==> src/design/tsk_ram.sv <==
// Simple dual-port synchronous memory: one write port and one read port, registered read data.
// Used for the adjacency rows and the ready queue. No package dependency.
module tsk_ram #(
    parameter int WIDTH = 64,
    parameter int DEPTH = 64
) (
    input  logic                     i_clk,
    input  logic                     i_we,
    input  logic [$clog2(DEPTH)-1:0] i_waddr,
    input  logic [WIDTH-1:0]         i_wdata,
    input  logic [$clog2(DEPTH)-1:0] i_raddr,
    output logic [WIDTH-1:0]         o_rdata
);

    logic [WIDTH-1:0] r_mem [DEPTH];
    logic [WIDTH-1:0] r_rdata;

    // Write port, and a registered read that returns the old word on a same-address write
    always_ff @(posedge i_clk) begin
        if (i_we) begin
            r_mem[i_waddr] <= i_wdata;
        end
        r_rdata <= r_mem[i_raddr];
    end

    assign o_rdata = r_rdata;

endmodule

==> config.mk <==
export PLATFORM = sky130hd
export DESIGN_NAME = tsk_ram
export DESIGN_NICKNAME = d
export VERILOG_FILES = /design/src/design/tsk_ram.sv
export SDC_FILE = /design/constraint.sdc
export NUM_CORES = 2
export LEC_CHECK = 0
export BUFFER_PORTS_ARGS = -buffer_cell sky130_fd_sc_hd__buf_2
export CAP_MARGIN = 5
export CORE_UTILIZATION = 52
export CTS_CLUSTER_DIAMETER = 30
export DETAILED_ROUTE_END_ITERATION = 12
export GPL_TIMING_DRIVEN = 0
export PLACE_DENSITY = 0.68
export SETUP_SLACK_MARGIN = 0.05
export SYNTH_ARGS = -nofsm -noshare
export SYNTH_HDL_FRONTEND = slang
export SYNTH_SLANG_ARGS = --single-unit
==> constraint.sdc <==
create_clock -name i_clk -period 7.4 [get_ports i_clk]
set_input_delay 1.11 -clock i_clk [delete_from_list [all_inputs] [get_ports i_clk]]
set_output_delay 1.11 -clock i_clk [all_outputs]
set_load 0.02 [all_outputs]
==> key figures <==
Run status
  • Status: finished, final reports clean

Floorplan
  • Core area: 298,000 um2
  • I/O pins: 142
  • Die Y: 550 um
  • Starting Density: 52.5%
  • Die area: 303,000 um2
  • Row cnt: 200
  • Die W: 550 um

Placement
  • Routability cong.: 0.844
  • Port Buffer Count: 133
  • DP HPWL: 276,000 um
  • Placed Area: 166,000 um2

Drt
  • Final ANT Viol Nets: 0
  • Wire length per cell: 35.8 um
  • Initial DRC Count: 11.5k
  • DR DRC count: 0
  • First drt pass iteration count: 6
  • WL final: 432,000 um
  • Via count: 79.1k
  • Routed vias/inst: 6.57

Finish
  • Layout Nets: 7,648
  • Layout cell share with drive strength beyond 1: 33.5%
  • Fillcell total: 19.1k
  • Synthesis-to-finish area growth: 20.2%
  • Fin area: 188,000 um2
  • Core Util, Final: 63.1%

Timing
  • RSZ-0062 raised after global routing: no
  • Final Max Slew Viols: 0
  • Max Freq: 220 MHz
  • Slew @ Worst Pin: 1450 ps
  • Final setup TNS: 0 ps
  • Setup-failing EPs final: 0
  • Worst Skew: 31.3 ps
  • Fin. Hold Viols: 0
  • Part of the cycle the worst path needs: 61.4%
  • Fin crit period: 4540 ps
  • Slew margin rel.: 3.04%

Synth
  • Warnings from Yosys: 0
  • Yosys top cell by area: edfxtp_1
  • Mapped Cells: 6,598
  • Seq/Total Area, Yosys: 79.5%
  • Ranking of synthesized cells by area: edfxtp_1, mux4_2, mux2i_1
  • Prevailing post-synth register cell: edfxtp_1
  • Unique masters post-synth: 33
  • Syn nets: 6,676
  • Synth Register Bits: 4,160
  • Cell Area, Synth: 156,000 um2
  • Post-synth EDFFs: 4,096
  • Syn avg cell area: 23.7 um2
  • Yosys top cell area share: 78.7%
  • Async set or reset register ratio after synthesis: 0%

Power
  • Sw Share: 22.1%
  • Power Density: 310 nW/um2
  • Worst VDD drop: 296 uV
  • Clock share of power: 50.7%
  • Cell Int Power: 0.0454 W
  • Comb pwr share: 4.5%
  • Leakage: 60.1 nW
  • Psw: 0.0129 W
  • Sequential Power Share: 44.9%

Clock tree
  • Max H-tree Level: 6
  • Clk root buf: clkbuf_16
  • Sink Count: 4,160
  • Post_cts resized: 0
  • Worst-Skew Late Latency: 950 ps
  • CTS Buf Count: 629
  • Post-CTS Setup Inserts: 0
  • Number of hold buffers added after cts: 0
  • Max Buffers Root-to-Sink: 4
  • CTS tree: done
  • Clk slew on worst S/H paths: 60 ps

Global route
  • Largest net degree at the start of global routing: 65
  • Total global-route track usage: 28.6%
  • Vias in the first global route: 80.5k
  • GRT overflow: 0
  • Global-route wire length before repair: 602,000 um
  • Initial antenna violation count: 50

Critical path
  • CP max FO: 13
  • Critical Path RT: 8130 ps
  • Critical path class: in2reg
  • Setup crit start kind: primary input
  • CP Capture Type: flip-flop
  • Worst Path Arrival: 5270 ps

Worst hold path
  • HP Class: in2reg

Flow run
  • Max Cap Viol: 0
[cell usage after synthesis, types with 45 or more instances]
| cell | instances |
|---|---|
| o22ai_1 | 83 |
| mux4_2 | 1024 |
| a22oi_1 | 168 |
| edfxtp_1 | 4096 |
| clkbuf_1 | 140 |
| nand2_1 | 58 |
| dfxtp_1 | 64 |
| a22o_1 | 88 |
| nor2_1 | 112 |
| mux2i_1 | 135 |
| buf_2 | 170 |
| and3_1 | 64 |
| a211oi_1 | 63 |
| nand3_1 | 45 |
[layout by cell type, fill, tap and decap left out, types with 45 or more instances in the layout]
cell and n:
a22o_1 88, nand3_1 45, clkbuf_1 186, buf_2 302, a211oi_1 63, o22ai_1 83, clkinv_1 64, clkbuf_16 633
mux2i_1 135, nor2_4 62, dfxtp_1 64, clkinvlp_4 91, inv_6 65, and3_1 64, mux4_2 1024, clkinv_2 82
edfxtp_1 4096, buf_12 164, bufinv_16 72, nor2_1 49, nand2_1 58, a22oi_1 168
[worst max-delay path, stage by stage]
cell and delay, ps:
buf_2 280, buf_4 330, buf_2 540, buf_2 710
buf_4 380, mux2i_1 500, nand2_1 120, a41oi_1 960
a211oi_1 250
[routing by layer]
metal | global-route usage [%] | vias to the layer above | share of wire, %
li1 | - | 30709 | -
met3 | 7.34 | 988 | 12
met4 | 12.5 | 26 | 4.7
met5 | 0 | - | 0.040
met2 | 45.3 | 5499 | 48
met1 | 37.9 | 41915 | 36
[state kept, by name, summed over array words and instances (netlist names)]
name and cells:
o_rdata 64, r_mem 4096
[final timing paths]
kind | start | end | slack [ps] | cells after the start
worst min register to register | r_mem[36][26] | o_rdata[26] | 910 | 4
worst max-delay path | i_raddr[2] | o_rdata[59] | 2860 | 9
worst max register to register | r_mem[48][37] | o_rdata[37] | 4500 | 5
worst min-delay path | i_wdata[22] | r_mem[12][22] | 670 | 1
[per-stage QoR]
step	hold WS, ps	power (W)	worst slack, ps	std cells
CTS	669	0.0585	3040	12017
floorplan	788	0.0279	854	6598
global placement	888	0.0291	-5640	10670
detailed placement	909	0.0292	2060	10870
global route	649	0.0596	2980	12035
finish	673	0.0584	2860	12049
[power groups by stage]
stage,Clock [W],Combinational (W),Sequential [W]
2_1_floorplan,0,0.00121,0.0267
3_3_place_gp,0,0.00244,0.0267
3_5_place_dp,0,0.00254,0.0267
4_1_cts,0.0297,0.00257,0.0262
5_1_grt,0.0308,0.00269,0.0262
6_report,0.0296,0.00260,0.0262
[area by class of cell]
| class | count | area, um2 | area share [%] |
|---|---|---|---|
| diodes | 24 | 60.1 | 0.0319 |
| multi-input cells | 2049 | 30700 | 16.3 |
| plain buffers | 370 | 1780 | 0.948 |
| repair buffers | 341 | 4850 | 2.58 |
| well taps | 3939 | 4930 | 2.62 |
| flip-flops and latches | 4160 | 124000 | 66.1 |
| inverters | 19 | 71.3 | 0.0379 |
| clock inverters | 461 | 5260 | 2.80 |
| clock buffers | 686 | 16000 | 8.54 |
[logic make-up after synthesis]
group | after synthesis | share of synthesized area [%]
flip-flops | 4160 | 79.5
AND/OR/NAND/NOR | 386 | 1.24
buffers and inverters | 389 | 1.18
AO/OA/AOI/OAI | 504 | 2.48
multiplexers | 1159 | 15.6
(Power assumes the default switching activity.)
